--- src/rtl/core/vpp_pkg.sv ---
// Shared types and constants of the VNNI pair-pack address generator.
package vpp_pkg;

  // Default parameter bounds
  localparam int MAX_DEPTH_DEF = 4096;
  localparam int MAX_COLS_DEF  = 4096;

  // Field widths
  localparam int CFG_W   = 13;
  localparam int IDX_W   = 12;
  localparam int VAL_W   = 16;
  localparam int OFF_W   = 24;
  localparam int ADDR_W  = 3;
  localparam int DATA_W  = 32;

  // Reset value of both size registers
  localparam logic [CFG_W-1:0] CFG_RESET = 13'd64;

  // Register index, taken from paddr[2]
  localparam logic REG_COLS  = 1'b0;
  localparam logic REG_DEPTH = 1'b1;

  // Controller to datapath commands
  typedef struct packed {
    logic load;    // capture an accepted item
    logic decode;  // resolve panel, width and range
    logic mul;     // form the two products
    logic sum;     // add the products into the row base
    logic step;    // one result transferred, advance
  } vpp_cmd_t;

  // Datapath to controller status
  typedef struct packed {
    logic in_range;  // item lies inside the matrix
    logic last;      // current result is the item's final one
  } vpp_sts_t;

endpackage

--- src/rtl/core/vpp_regs.sv ---
// APB register file holding the column and depth counts.
module vpp_regs (
  input  logic                         clk,
  input  logic                         rst_n,
  input  logic                         cfg_psel,
  input  logic                         cfg_penable,
  input  logic                         cfg_pwrite,
  input  logic [vpp_pkg::ADDR_W-1:0]   cfg_paddr,
  input  logic [vpp_pkg::DATA_W-1:0]   cfg_pwdata,
  output logic [vpp_pkg::DATA_W-1:0]   cfg_prdata,
  output logic                         cfg_pready,
  output logic [vpp_pkg::CFG_W-1:0]    cols_r,
  output logic [vpp_pkg::CFG_W-1:0]    depth_r
);

  logic wr_en;

  assign cfg_pready = 1'b1;
  assign wr_en      = cfg_psel & cfg_penable & cfg_pwrite;

  // Write the addressed register
  always_ff @(posedge clk) begin
    if (!rst_n) begin
      cols_r  <= vpp_pkg::CFG_RESET;
      depth_r <= vpp_pkg::CFG_RESET;
    end else if (wr_en) begin
      if (cfg_paddr[2] == vpp_pkg::REG_COLS) begin
        cols_r <= cfg_pwdata[vpp_pkg::CFG_W-1:0];
      end else begin
        depth_r <= cfg_pwdata[vpp_pkg::CFG_W-1:0];
      end
    end
  end

  // Read back the addressed register
  always_comb begin
    if (cfg_paddr[2] == vpp_pkg::REG_COLS) begin
      cfg_prdata = {{(vpp_pkg::DATA_W-vpp_pkg::CFG_W){1'b0}}, cols_r};
    end else begin
      cfg_prdata = {{(vpp_pkg::DATA_W-vpp_pkg::CFG_W){1'b0}}, depth_r};
    end
  end

endmodule

--- src/rtl/core/vpp_dpath.sv ---
// Datapath: panel decode, offset arithmetic and result sequencing.
module vpp_dpath #(
  parameter int MAX_DEPTH = vpp_pkg::MAX_DEPTH_DEF,
  parameter int MAX_COLS  = vpp_pkg::MAX_COLS_DEF
) (
  input  logic                        clk,
  input  vpp_pkg::vpp_cmd_t           cmd,
  output vpp_pkg::vpp_sts_t           sts,
  input  logic [vpp_pkg::CFG_W-1:0]   cols_cfg,
  input  logic [vpp_pkg::CFG_W-1:0]   depth_cfg,
  input  logic [vpp_pkg::IDX_W-1:0]   depth_index,
  input  logic [vpp_pkg::IDX_W-1:0]   col_index,
  input  logic [vpp_pkg::VAL_W-1:0]   elem_value,
  output logic [vpp_pkg::OFF_W-1:0]   packed_offset,
  output logic [vpp_pkg::VAL_W-1:0]   packed_value,
  output logic                        is_pad,
  output logic                        last_write
);

  localparam int CW = vpp_pkg::CFG_W;
  localparam int IW = vpp_pkg::IDX_W;

  // Captured item
  logic [IW-1:0]              k_r, n_r;
  logic [vpp_pkg::VAL_W-1:0]  v_r;

  // Decoded panel geometry
  logic [CW-1:0]   ps_r;
  logic [CW:0]     kpad_r;
  logic [6:0]      w_r;
  logic            odd_tail_r, fringe_r;
  logic [3:0]      rem_r;

  // Products and base
  logic [CW+CW:0]               prod_r;
  logic [IW+7:0]                kw_r;
  logic [vpp_pkg::OFF_W-1:0]    base_r;

  // Result sequencer
  logic [5:0]  col_r;
  logic        first_r, phase_r;

  // Decode signals
  logic [CW-1:0]  nc, kc, full, ps_d;
  logic [5:0]     part, fr;
  logic [6:0]     w_d;
  logic           rem_panel, odd_tail_d, fringe_d, in_range;
  logic [5:0]     col_d;
  logic           slot, more_phase;

  // Saturate counts to the configured bounds
  always_comb begin
    nc = (32'(cols_cfg)  > MAX_COLS)  ? CW'(MAX_COLS)  : cols_cfg;
    kc = (32'(depth_cfg) > MAX_DEPTH) ? CW'(MAX_DEPTH) : depth_cfg;
  end

  // Resolve the panel of the captured column
  always_comb begin
    full      = {nc[CW-1:6], 6'd0};
    part      = nc[5:0];
    fr        = {part[5:4], 4'd0};
    rem_panel = 1'b0;
    if ({1'b0, n_r} < full) begin
      ps_d = {1'b0, n_r[IW-1:6], 6'd0};
      w_d  = 7'd64;
    end else if ({1'b0, n_r} < full + CW'(fr)) begin
      ps_d = full;
      w_d  = {1'b0, fr};
    end else begin
      ps_d      = full + CW'(fr);
      w_d       = 7'd16;
      rem_panel = 1'b1;
    end
    in_range   = ({1'b0, k_r} < kc) && ({1'b0, n_r} < nc);
    odd_tail_d = kc[0] && ({1'b0, k_r} == kc - CW'(1));
    fringe_d   = rem_panel && (part[3:0] != 4'd0) && ({1'b0, n_r} == nc - CW'(1));
    col_d      = 6'({1'b0, n_r} - ps_d);
  end

  // Pipeline the item through decode, multiply and sum
  always_ff @(posedge clk) begin
    if (cmd.load) begin
      k_r <= depth_index;
      n_r <= col_index;
      v_r <= elem_value;
    end
    if (cmd.decode) begin
      ps_r       <= ps_d;
      kpad_r     <= {1'b0, kc} + {{CW{1'b0}}, kc[0]};
      w_r        <= w_d;
      odd_tail_r <= odd_tail_d;
      fringe_r   <= fringe_d;
      rem_r      <= part[3:0];
      col_r      <= col_d;
      first_r    <= 1'b1;
      phase_r    <= 1'b0;
    end
    if (cmd.mul) begin
      prod_r <= ps_r * kpad_r;
      kw_r   <= {(19'(k_r >> 1) * 19'(w_r)), 1'b0};
    end
    if (cmd.sum) begin
      base_r <= vpp_pkg::OFF_W'(prod_r) + vpp_pkg::OFF_W'(kw_r);
    end
    // Advance to the next write of the item
    if (cmd.step) begin
      if (more_phase) begin
        phase_r <= 1'b1;
      end else begin
        phase_r <= 1'b0;
        if (first_r) begin
          first_r <= 1'b0;
          col_r   <= {2'd0, rem_r};
        end else begin
          col_r <= col_r + 6'd1;
        end
      end
    end
  end

  // Form the current result
  always_comb begin
    more_phase    = !phase_r && odd_tail_r;
    slot          = phase_r ? 1'b1 : k_r[0];
    packed_offset = base_r + vpp_pkg::OFF_W'({col_r, slot});
    is_pad        = !(first_r && !phase_r);
    packed_value  = is_pad ? '0 : v_r;
    last_write    = !more_phase && (first_r ? !fringe_r : (col_r == 6'd15));
  end

  assign sts = {in_range, last_write};

endmodule

--- src/rtl/core/vpp_ctrl.sv ---
// Controller: sequences each in-range item through decode, multiply, sum and emit.
module vpp_ctrl (
  input  logic               clk,
  input  logic               rst_n,
  input  logic               in_tvalid,
  output logic               in_tready,
  output logic               out_tvalid,
  input  logic               out_tready,
  output vpp_pkg::vpp_cmd_t  cmd,
  input  vpp_pkg::vpp_sts_t  sts
);

  typedef enum logic [2:0] {
    S_IDLE,
    S_DECODE,
    S_MUL,
    S_SUM,
    S_EMIT
  } state_t;

  state_t state_r, state_nxt;
  logic   in_tready_r, in_tready_nxt;
  logic   out_tvalid_r, out_tvalid_nxt;
  logic   in_xfer, out_xfer;

  assign in_tready  = in_tready_r;
  assign out_tvalid = out_tvalid_r;
  assign in_xfer    = in_tvalid & in_tready_r;
  assign out_xfer   = out_tvalid_r & out_tready;

  // Drive datapath commands
  always_comb begin
    cmd.load   = in_xfer;
    cmd.decode = (state_r == S_DECODE);
    cmd.mul    = (state_r == S_MUL);
    cmd.sum    = (state_r == S_SUM);
    cmd.step   = out_xfer;
  end

  // Next state and registered handshake outputs
  always_comb begin
    state_nxt      = state_r;
    in_tready_nxt  = in_tready_r;
    out_tvalid_nxt = out_tvalid_r;
    case (state_r)
      S_IDLE: begin
        if (in_xfer) begin
          state_nxt     = S_DECODE;
          in_tready_nxt = 1'b0;
        end
      end
      S_DECODE: begin
        if (sts.in_range) begin
          state_nxt = S_MUL;
        end else begin
          state_nxt     = S_IDLE;
          in_tready_nxt = 1'b1;
        end
      end
      S_MUL: begin
        state_nxt = S_SUM;
      end
      S_SUM: begin
        state_nxt      = S_EMIT;
        out_tvalid_nxt = 1'b1;
      end
      S_EMIT: begin
        if (out_xfer && sts.last) begin
          state_nxt      = S_IDLE;
          out_tvalid_nxt = 1'b0;
          in_tready_nxt  = 1'b1;
        end
      end
      default: begin
        state_nxt      = S_IDLE;
        in_tready_nxt  = 1'b1;
        out_tvalid_nxt = 1'b0;
      end
    endcase
  end

  // Hold state and handshake registers
  always_ff @(posedge clk) begin
    if (!rst_n) begin
      state_r      <= S_IDLE;
      in_tready_r  <= 1'b1;
      out_tvalid_r <= 1'b0;
    end else begin
      state_r      <= state_nxt;
      in_tready_r  <= in_tready_nxt;
      out_tvalid_r <= out_tvalid_nxt;
    end
  end

  a_no_overlap: assert property (@(posedge clk) disable iff (!rst_n)
    !(in_tready_r && out_tvalid_r))
    else $error("input ready while a result is pending");

  a_accept_blocks: assert property (@(posedge clk) disable iff (!rst_n)
    in_xfer |=> !in_tready_r)
    else $error("input still ready after a transfer");

  a_last_frees: assert property (@(posedge clk) disable iff (!rst_n)
    (out_xfer && sts.last) |=> (in_tready_r && !out_tvalid_r))
    else $error("block not idle after the final result");

  a_emit_valid: assert property (@(posedge clk) disable iff (!rst_n)
    (state_r == S_EMIT) |-> out_tvalid_r)
    else $error("emit state without a valid result");

endmodule

--- src/rtl/core/vnni_pair_pack_address.sv ---
// Top level of the VNNI pair-pack address generator for a bf16 B matrix.
// Each accepted element (k, n, value) yields its offset in the packed
// buffer, followed by any zero padding writes it owns: the odd-depth slot
// when KC is odd and k == KC-1, and the unused columns of the last 16-wide
// panel when the element sits in column NC-1. An item passes through
// decode, multiply and sum before its first result shows, then gives its
// results (1 to 32) one per cycle while out_tready is high; the next item
// is accepted only after the final result transfers, and an item outside
// KC x NC gives no result and frees the input from decode. A 13x14
// multiplier forms the panel start times the padded depth. Registers: column
// count at byte 0, depth count at byte 4, both reset to 64 and saturated to
// MAX_COLS and MAX_DEPTH; write them only while the block is idle.
module vnni_pair_pack_address #(
  parameter int MAX_DEPTH = vpp_pkg::MAX_DEPTH_DEF,
  parameter int MAX_COLS  = vpp_pkg::MAX_COLS_DEF
) (
  input  logic                        clk,
  input  logic                        rst_n,
  input  logic                        cfg_psel,
  input  logic                        cfg_penable,
  input  logic                        cfg_pwrite,
  input  logic [vpp_pkg::ADDR_W-1:0]  cfg_paddr,
  input  logic [vpp_pkg::DATA_W-1:0]  cfg_pwdata,
  output logic [vpp_pkg::DATA_W-1:0]  cfg_prdata,
  output logic                        cfg_pready,
  input  logic                        in_tvalid,
  output logic                        in_tready,
  input  logic [39:0]                 in_tdata,   // depth_index, col_index, elem_value
  output logic                        out_tvalid,
  input  logic                        out_tready,
  output logic [39:0]                 out_tdata,  // packed_offset, packed_value
  output logic                        out_tuser,  // is_pad
  output logic                        out_tlast   // last_write
);

  vpp_pkg::vpp_cmd_t           cmd;
  vpp_pkg::vpp_sts_t           sts;
  logic [vpp_pkg::CFG_W-1:0]   cols_r, depth_r;
  logic [vpp_pkg::OFF_W-1:0]   packed_offset;
  logic [vpp_pkg::VAL_W-1:0]   packed_value;

  vpp_regs u_regs (
    .clk         (clk),
    .rst_n       (rst_n),
    .cfg_psel    (cfg_psel),
    .cfg_penable (cfg_penable),
    .cfg_pwrite  (cfg_pwrite),
    .cfg_paddr   (cfg_paddr),
    .cfg_pwdata  (cfg_pwdata),
    .cfg_prdata  (cfg_prdata),
    .cfg_pready  (cfg_pready),
    .cols_r      (cols_r),
    .depth_r     (depth_r)
  );

  vpp_ctrl u_ctrl (
    .clk        (clk),
    .rst_n      (rst_n),
    .in_tvalid  (in_tvalid),
    .in_tready  (in_tready),
    .out_tvalid (out_tvalid),
    .out_tready (out_tready),
    .cmd        (cmd),
    .sts        (sts)
  );

  vpp_dpath #(
    .MAX_DEPTH (MAX_DEPTH),
    .MAX_COLS  (MAX_COLS)
  ) u_dpath (
    .clk           (clk),
    .cmd           (cmd),
    .sts           (sts),
    .cols_cfg      (cols_r),
    .depth_cfg     (depth_r),
    .depth_index   (in_tdata[11:0]),
    .col_index     (in_tdata[23:12]),
    .elem_value    (in_tdata[39:24]),
    .packed_offset (packed_offset),
    .packed_value  (packed_value),
    .is_pad        (out_tuser),
    .last_write    (out_tlast)
  );

  assign out_tdata = {packed_value, packed_offset};

endmodule
--- config.mk ---
export PLATFORM = sky130hd
export DESIGN_NAME = vnni_pair_pack_address
export DESIGN_NICKNAME = d
export VERILOG_FILES = /design/src/rtl/core/vpp_pkg.sv /design/src/rtl/core/vpp_regs.sv /design/src/rtl/core/vpp_dpath.sv /design/src/rtl/core/vpp_ctrl.sv /design/src/rtl/core/vnni_pair_pack_address.sv
export SDC_FILE = /design/constraint.sdc
export NUM_CORES = 1
export LEC_CHECK = 0
export ABC_AREA = 1
export BUFFER_PORTS_ARGS = -buffer_cell sky130_fd_sc_hd__buf_4
export CAP_MARGIN = 20
export CORE_UTILIZATION = 38
export DETAILED_ROUTE_END_ITERATION = 7
export MAX_ROUTING_LAYER = met4
export PLACE_DENSITY = 0.66
export SLEW_MARGIN = 20
export SYNTH_ARGS = -nofsm -noshare
export SYNTH_HDL_FRONTEND = slang
export SYNTH_HIERARCHICAL = 1
export SYNTH_SLANG_ARGS = --single-unit
--- constraint.sdc ---
create_clock -name clk -period 7 [get_ports clk]
set_input_delay 0.7 -clock clk [delete_from_list [all_inputs] [get_ports clk]]
set_output_delay 0.7 -clock clk [all_outputs]
set_load 0.05 [all_outputs]
# Word level (Yosys, flattened, before mapping)
# Index checks and enable logic that the tools add are counted.
# W data, S select, Z words.
[word_totals] ff_bits=186 latchBits=0 mem_bits_rw=0 rom_bits=0 inputBits=82 output_inout_bits=77 wordCells=110 n_memories=0
[op_classes] addsub=8 mul=2 div=0 magnitude_cmp=6 n_eq_ne=10 shifts=0 n_mux=32 bitwise=8 n_reduce_logical=23
[ops] cell="$mux W13" count=5
[ops] cell="$lt A12 B13 Y1" count=4
[ops] cell="$eq A12 B13 Y1" count=2
[ops] cell="$gt A13 B13 Y1 const B" count=2
[ops] cell="$sub A13 B1 Y13 const B" count=2
[ops] cell="$add A24 B20 Y24" count=1
[ops] cell="$add A24 B7 Y24" count=1
[ops] cell="$mul A13 B14 Y24" count=1
[ops] cell="$mux W6" count=4
[ops] cell="$mul A11 B7 Y18" count=1
[ops] cell="$mux W16" count=1
[ops] cell="$mux W1" count=15
[ops] cell="$pmux W3 S5" count=1
[ops] cell="$add A13 B1 Y14" count=1
[ops] cell="$add A13 B6 Y13" count=1
[ops] cell="$logic_and A1 B1 Y1" count=8
[ops] cell="$reduce_and A2 Y1" count=4
[ops] cell="$add A6 B1 Y6 const B" count=1
[ops] cell="$eq A3 B2 Y1 const B" count=2
[ops] cell="$eq A6 B4 Y1 const B" count=1
[ops] cell="$mux W3" count=2
[ops] cell="$sub A6 B6 Y6" count=1
[ops] cell="$mux W5" count=1
[ops] cell="$and A1 B1 Y1" count=4
[ops] cell="other kinds (15)" count=23

# Logic depth before layout (Yosys ltp)
# Gate-level depths: netlist of the first run.
[logic_depth] ltp_word=10 mapped_depth=21 ltp_nobuf=20

# By module
# The synthesis of the first run kept the hierarchy.
[modules_own_cells] mod="vpp_dpath" instances=1 cells_per_inst=1363 area_per_inst_um2=12020.3 seq_area_each_um2=3863.7
[modules_own_cells] mod="vpp_regs" instances=1 cells_per_inst=220 area_per_inst_um2=1457.6 seq_area_each_um2=520.5
[modules_own_cells] mod="vpp_ctrl" instances=1 cells_per_inst=42 area_per_inst_um2=284.0 seq_area_each_um2=100.1

# Worst setup path after synthesis of the first run
# Ideal clock, no wire load.
[synth_path] kind="reg2reg" start="register u_dpath.ps_r[9]" end="register u_dpath.prod_r[21] (data pin)" setup_time_ps=265 t_arrival_ps=4589 t_required_ps=6735 setup_slack_ps=2145 path_stages_with_launch=18 path_buffers=1 period_less_slack_ps=4855 path_cell_list="edfxtp_1 -> clkbuf_1 -> nand2_1 -> fa_1 -> inv_1 -> fa_1 -> fa_1 -> inv_1 -> fa_1 -> inv_1 -> ha_1 -> ha_1 -> a21oi_1 -> a21boi_0 -> o21ai_0 -> a21oi_1 -> o21ai_0 -> xor2_1"
[synth_via] elab_chain_cells=1
[synth_lines] element="start, declared" line_no="vpp_dpath.sv:28" rtl="logic [CW-1:0] ps_r;"
[synth_lines] element="start signal, assigned" line_no="vpp_dpath.sv:88" rtl="ps_r <= ps_d;"
[synth_lines] element="$mul A13 B14 Y24" line_no="vpp_dpath.sv:99" rtl="prod_r <= ps_r * kpad_r;"
[synth_lines] element="end signal, assigned" line_no="vpp_dpath.sv:99"
[synth_lines] element="end, declared" line_no="vpp_dpath.sv:35" rtl="logic [CW+CW:0] prod_r;"
# No other way between the ends.
# A chain may end at the register's enable or synchronous reset.

# Worst setup path after layout of the first run
[layout_path] start="register u_dpath.ps_r[6]" end="register u_dpath.prod_r[21] (data pin)"
# Same word-level chain as after synthesis.

==> results of run 1 <==
registers in the layout (all words and copies together) (netlist names), 4 cells and up:
register        flops
u_regs/cols_r      13
u_dpath/prod_r     19
u_regs/depth_r     13
u_dpath/base_r     19
u_dpath/v_r        16
u_dpath/n_r        12
u_dpath/kpad_r     13
u_dpath/rem_r       4
u_dpath/k_r        12
u_dpath/kw_r       14
u_dpath/ps_r        9
u_dpath/col_r       6
synth_stat cells (4+ instances only):
library cell  instances  area, um2
ha_1                129       1614
nor2_2                7      43.79
xor2_1               57      499.2
o21bai_1              4      30.03
inv_2                 6      22.52
nand2_1             378       1419
nor2_1              135      506.7
nand4_1              14      87.58
fa_1                 89       1782
nand3_1              79      395.4
o21ai_0              38      190.2
nand2_4               5      56.30
edfxtp_1            124       3724
buf_6                 7      78.83
clkbuf_1             27      101.4
nor3_1               11      55.05
a21oi_1              54      270.3
buf_4                31      232.7
nand2_2              11      68.82
dfxtp_1              38      760.7
xnor2_1              28      245.2
inv_1               295       1107
a21boi_0              5      37.54
buf_2                 6      30.03
nand3b_1              6      45.04
through the flow:
step                worst slack (ps)  power (mW)  area [um2]
floorplan                       2146       3.268       13830
global placement                1822       3.742       14850
detailed placement              1724       3.788       14850
CTS                             1710       4.839       15480
global route                    1319       5.235       15480
finish                          1719       4.781       15480
power by group through the flow:
| stage | registers [mW] | logic (mW) | clock network (mW) |
|---|---|---|---|
| 6_report | 1.38 | 2.40 | 1.01 |
| 3_5_place_dp | 1.40 | 2.39 | 0 |
| 2_1_floorplan | 1.32 | 1.95 | 0 |
| 3_3_place_gp | 1.40 | 2.35 | 0 |
| 5_1_grt | 1.39 | 2.78 | 1.07 |
| 4_1_cts | 1.38 | 2.43 | 1.03 |
critical path, stage by stage, from the launching register on:
cell      delay [ps]
edfxtp_1         690
nand2_1          180
fa_1             580
inv_1             60
fa_1             510
inv_1             50
fa_1             470
inv_1             50
fa_1             470
ha_1             310
ha_1             350
a21oi_1          140
nand2_1           90
a21boi_0         370
o21ai_0          210
a21oi_1          220
o21ai_0          120
xor2_1           140
cells by family (layout without fill, tap and decap cells):
| kind of cell | Yosys count | count (layout) | share of synthesized area |
|---|---|---|---|
| other | 3 | 22 | 0.0008182 |
| adder cells (fa/ha/maj) | 218 | 218 | 0.2467 |
| AO/OA/AOI/OAI | 123 | 123 | 0.05055 |
| multiplexers | 1 | 1 | 0.0007274 |
| XOR/XNOR | 86 | 86 | 0.05528 |
| buffers and inverters | 374 | 454 | 0.1162 |
| AND/OR/NAND/NOR | 658 | 658 | 0.2038 |
| flip-flops | 162 | 162 | 0.3258 |
metal layers:
metal | GRT usage | wire length, um | vias to the layer above
met3 | 0.03582 | 1622 | 49
met1 | 0.2121 | 13230 | 4733
met2 | 0.2800 | 13620 | 312
met5 | - | 0 | -
met4 | 0.06723 | 871 | 0
li1 | - | - | 5220
worst max-delay path by stage:
stage	slack, ps	to	from	cells past startpoint
floorplan	2150	u_dpath/prod_r[21]	u_dpath/ps_r[9]	17
CTS	1710	u_dpath/prod_r[21]	u_dpath/ps_r[6]	17
detailed placement	1720	u_dpath/prod_r[21]	u_dpath/ps_r[6]	17
global route	1320	u_dpath/prod_r[21]	u_dpath/ps_r[6]	17
finish	1720	u_dpath/prod_r[21]	u_dpath/ps_r[6]	17
global placement	1820	u_dpath/prod_r[21]	u_dpath/ps_r[6]	17
layout make-up:
cell class | instances | area (um2)
Sequential cell | 162 | 4484
Fill cell | 3426 | 20090
Clock buffer | 23 | 533.0
Inverter | 302 | 1136
Clock inverter | 9 | 102.6
Multi-Input combinational cell | 1108 | 7750
Timing Repair Buffer | 120 | 900.9
Tap cell | 461 | 576.8
==> impl_metrics.yaml, run 1 <==
clock_tree:
  cts-buffers-inserted: 17
  cts.path.max_buffers: 2
  post_cts_buffers: 0
  clk_latency_ps: 450
  htree_levels: 4
  postCtsHoldBufs: 0
  clk_pin_slew_worst_paths_ps: 70
  cts_tree: "done"
  root_buffer: "clkbuf_16"
  post_cts_resized: 0
  cts_sinks: 162
sta:
  hold_viol: 0
  relSlewSlack: 0.3759
  whs_ps: 417.5
  worst_slew_pin_slew_ps: 934.7
  min_period_over_period: 0.7545
  worst_clock_skew_ps: 17.40
  setup_tns_ps: 0
  drv_slew: 0
  finalSetupViolCount: 0
  fin_crit_ps: 5281
  rsz0062_at_grt: "no"
  fmax_mhz: 189.3
die:
  die_area_um2: 36980
  core_um2: 35570
  pin_count: 159
  die_y_um: 192.3
  start_util: 0.3869
  num_rows: 69
  die-width_um: 192.3
detailed_routing:
  viasPerCell: 4.720
  ant_nets: 0
  firstDrtPassIters: 5
  drcViolationCount: 0
  wl_per_cell_um: 13.43
  drt_iter0_markers: 546
  routed_wl_mm: 29.34
  vias: 10310
finish:
  fin_nets: 2011
  final_cells: 2185
  final_util: 0.4353
  n_antenna_cell: 0
  final_common_cell: "nand2_1"
  drive_gt1_frac: 0.1137
  layout_common_cells: "nand2_1, inv_1, nor2_1"
  area_growth_pct: 12.51
worst_setup_path:
  cp_data_arrival_time_ps: 5480
  timing.rr.start: "u_dpath/ps_r[6]"
  path_max_fanout: 13
  end_kind: "flip-flop"
  r2r_cells: 17
  worst-setup-path-type: "flip-flop to flip-flop"
  r2r-end: "u_dpath/prod_r[21]"
  worstSetupStartpointType: "flip-flop"
  r2r_setup_slack_ps: 1720
  required_ps: 7200
global_route:
  antenna_found_initial: 0
  track_usage: 0.1733
  grt-ovfl-total: 0
  grt_pass1_vias: 10210
  grt_pass1_wl_mm: 48.89
  grt_max_degree: 41
power_and_ir_drop:
  comb_power_share: 0.502
  p_per_area_nw_per_um2: 308.8
  pwr-share-clk: 0.210
  switching_share: 0.4153
  max-vdd-ir-drop_mv: 0.2069
  power_leakage_nw: 7.904
  seqPwrFrac: 0.288
  p_sw_mw: 1.985
  p_int_mw: 2.796
min_path:
  min_to: "u_dpath/n_r[11]"
  whs_path_depth: 1
  min_from: "in_tdata[23]"
  hp-class: "input port to flip-flop"
synth:
  avgSynthCellArea_um2: 8.469
  synthesis.area_um2: 13760
  yosysWarnings: 6
  ys_seq_area_frac: 0.3258
  synth_edf_count: 124
  ys_types: 50
  synthArstFlopShare: 0
  synth_top_flop_cell: "edfxtp_1"
  synthCells: 1625
  ys_seq_elements: 162
job:
  drv_cap: 0
place:
  hpwl_mm: 23.18
  gp_congestion: 0.9002
  dp_cells: 2153
  port_buffers: 117
run_status:
  status: "finished clean"
No activity file was read; power rests on OpenSTA's default activity.
==> run 2: changes to the inputs <==
Clock period 7 ns to 5 ns, I/O delays scaled along.
==> run 2 against run 1 <==
Effect of this change:
- cell count grew 1.6%
- non-clock buffer count rose by 33
- die area did not move
- sequential cell count is the same
- sequential share of layout area shrank 0.35 points
- total power up 41%
- highest routed layer unchanged
- critical path depth is 2 higher
- largest power group unchanged
- global-route usage decreased by 0.066 points
- cell area increased by 1.2%
==> impl_metrics.yaml, run 2 (synthesized netlist as in run 1, its figures left out) <==
run_status:
  status: "finished clean"
detailed_routing:
  ant_nets: 0
  viasPerCell: 4.699
  routed_wl_mm: 29.38
  vias: 10430
  wl_per_cell_um: 13.24
  firstDrtPassIters: 6
  drt_iter0_markers: 572
  drcViolationCount: 0
finish:
  final_area_um2: 15670
  top_regs: "u_dpath/base_r x19, u_dpath/prod_r x19, u_dpath/v_r x16"
  drive_gt1_frac: 0.1320
  fin_nets: 2044
  final_common_cell: "nand2_1"
  layout_common_cells: "nand2_1, inv_1, buf_4"
  area_growth_pct: 13.89
power_and_ir_drop:
  p_per_area_nw_per_um2: 428.7
  max-vdd-ir-drop_mv: 0.3991
  power_leakage_nw: 8.025
  p_int_mw: 3.903
  seqPwrFrac: 0.283
  switching_share: 0.4192
  comb_power_share: 0.525
  power_mw: 6.720
  pwr-share-clk: 0.192
  p_sw_mw: 2.817
clock_tree:
  root_buffer: "clkbuf_16"
  clk_latency_ps: 450
  cts.path.max_buffers: 2
  clk_pin_slew_worst_paths_ps: 70
  postCtsHoldBufs: 0
  cts_sinks: 162
  cts-buffers-inserted: 17
  htree_levels: 4
  cts_tree: "done"
sta:
  drv_slew: 0
  finalSetupViolCount: 0
  min_period_over_period: 0.9574
  fmax_mhz: 208.9
  rsz0062_at_grt: "yes"
  setup_tns_ps: 0
  hold_viol: 0
  fin_crit_ps: 4787
  worst_slew_pin_slew_ps: 907.1
  relSlewSlack: 0.3944
  worst_clock_skew_ps: 13.24
worst_setup_path:
  cp-startpoint: "u_dpath/kpad_r[4]"
  path_max_fanout: 9
  r2r-end: "u_dpath/prod_r[22]"
  r2r_cells: 19
  r2r_setup_slack_ps: 210
  timing.rr.start: "u_dpath/kpad_r[4]"
  worstSetupEndpoint: "u_dpath/prod_r[22]"
  worstSetupStartpointType: "flip-flop"
  required_ps: 5200
  worst-setup-path-type: "flip-flop to flip-flop"
  end_kind: "flip-flop"
  cp_data_arrival_time_ps: 4980
die:
  num_rows: 69
  die_area_um2: 36980
  start_util: 0.3869
  die_y_um: 192.3
  pin_count: 159
  die-width_um: 192.3
  core_um2: 35570
global_route:
  track_usage: 0.1726
  grt_pass1_wl_mm: 48.62
  grt_max_degree: 41
  grt_pass1_vias: 10180
  antenna_found_initial: 0
  grt-ovfl-total: 0
place:
  port_buffers: 117
  gp_congestion: 0.8957
  hpwl_mm: 23.37
  placed_area_um2: 15010
job:
  drv_cap: 0
min_path:
  hp-class: "input port to flip-flop"
-- run 2: cell types whose count changed in the layout (fill, tap and decap cells not counted), sizes merged --
cell      change
clkinv        +2
clkbuf        -5
clkinvlp      +3
diode         +1
buf          +33
-- run 2: area by class of cell --
type,count,area (um2)
diodes,1,2.502
clock buffers,18,439.2
multi-input cells,1108,7760
flip-flops and latches,162,4484
clock inverters,14,126.4
repair buffers,153,1149
well taps,461,576.8
fillers,3458,19900
inverters,302,1136
-- run 2: worst min path at each step --
stage / start / end / slack [ps] / depth (start not counted)
6_report: in_tdata[17] / u_dpath/n_r[5] / 220 / 1
5_1_grt: in_tdata[25] / u_dpath/v_r[1] / 200 / 1
4_1_cts: in_tdata[25] / u_dpath/v_r[1] / 190 / 1
3_5_place_dp: u_dpath/rem_r[2] / u_dpath/col_r[2] / 440 / 2
3_3_place_gp: u_dpath/rem_r[3] / u_dpath/col_r[3] / 440 / 2
2_1_floorplan: u_dpath/rem_r[2] / u_dpath/col_r[2] / 430 / 2
-- run 2: through the flow --
step / setup slack, ps / instances / hold slack [ps] / util
2_1_floorplan: 145.5 / 1644 / 428.9 / -
3_3_place_gp: 152.0 / 2174 / 437.5 / 0.4219
3_5_place_dp: 138.7 / 2174 / 443.1 / 0.4219
4_1_cts: 115.9 / 2206 / 193.1 / 0.4378
5_1_grt: -26.83 / 2218 / 196.0 / 0.4406
6_report: 213.1 / 2219 / 219.4 / 0.4407
-- run 2: repair_timing --
action / CTS / global route
setup buffers: 0 / 12
endpoints found under the setup margin: 0 / 4
resized for setup: 0 / 4
-- run 2: layer usage --
layer | part of all wire | wire length, um | track usage
met4 | 0.021 | 620 | 0.05148
met5 | 0 | 0 | -
met3 | 0.046 | 1346 | 0.03110
met1 | 0.45 | 13360 | 0.2121
met2 | 0.48 | 14050 | 0.2885
-- run 2: critical path, cell delays in order (launching register included) --
cell      delay (ps)
edfxtp_1         580
nand2_1          140
fa_1             550
inv_1             60
fa_1             450
ha_1             290
inv_1             50
fa_1             520
inv_1             40
ha_1             290
ha_1             240
fa_1             410
nand3_1          100
nand2_1          110
a21oi_1          220
o21ai_1          120
a21oi_1          130
nor2_1            50
nor2_1           110
xor2_1            70
-- run 2: power by group through the flow --
stage | clock network [mW] | logic [mW] | registers, mW
floorplan | 0 | 2.72 | 1.85
global placement | 0 | 3.39 | 1.93
detailed placement | 0 | 3.44 | 1.94
CTS | 1.31 | 3.49 | 1.91
global route | 1.37 | 4.06 | 1.92
finish | 1.29 | 3.53 | 1.90
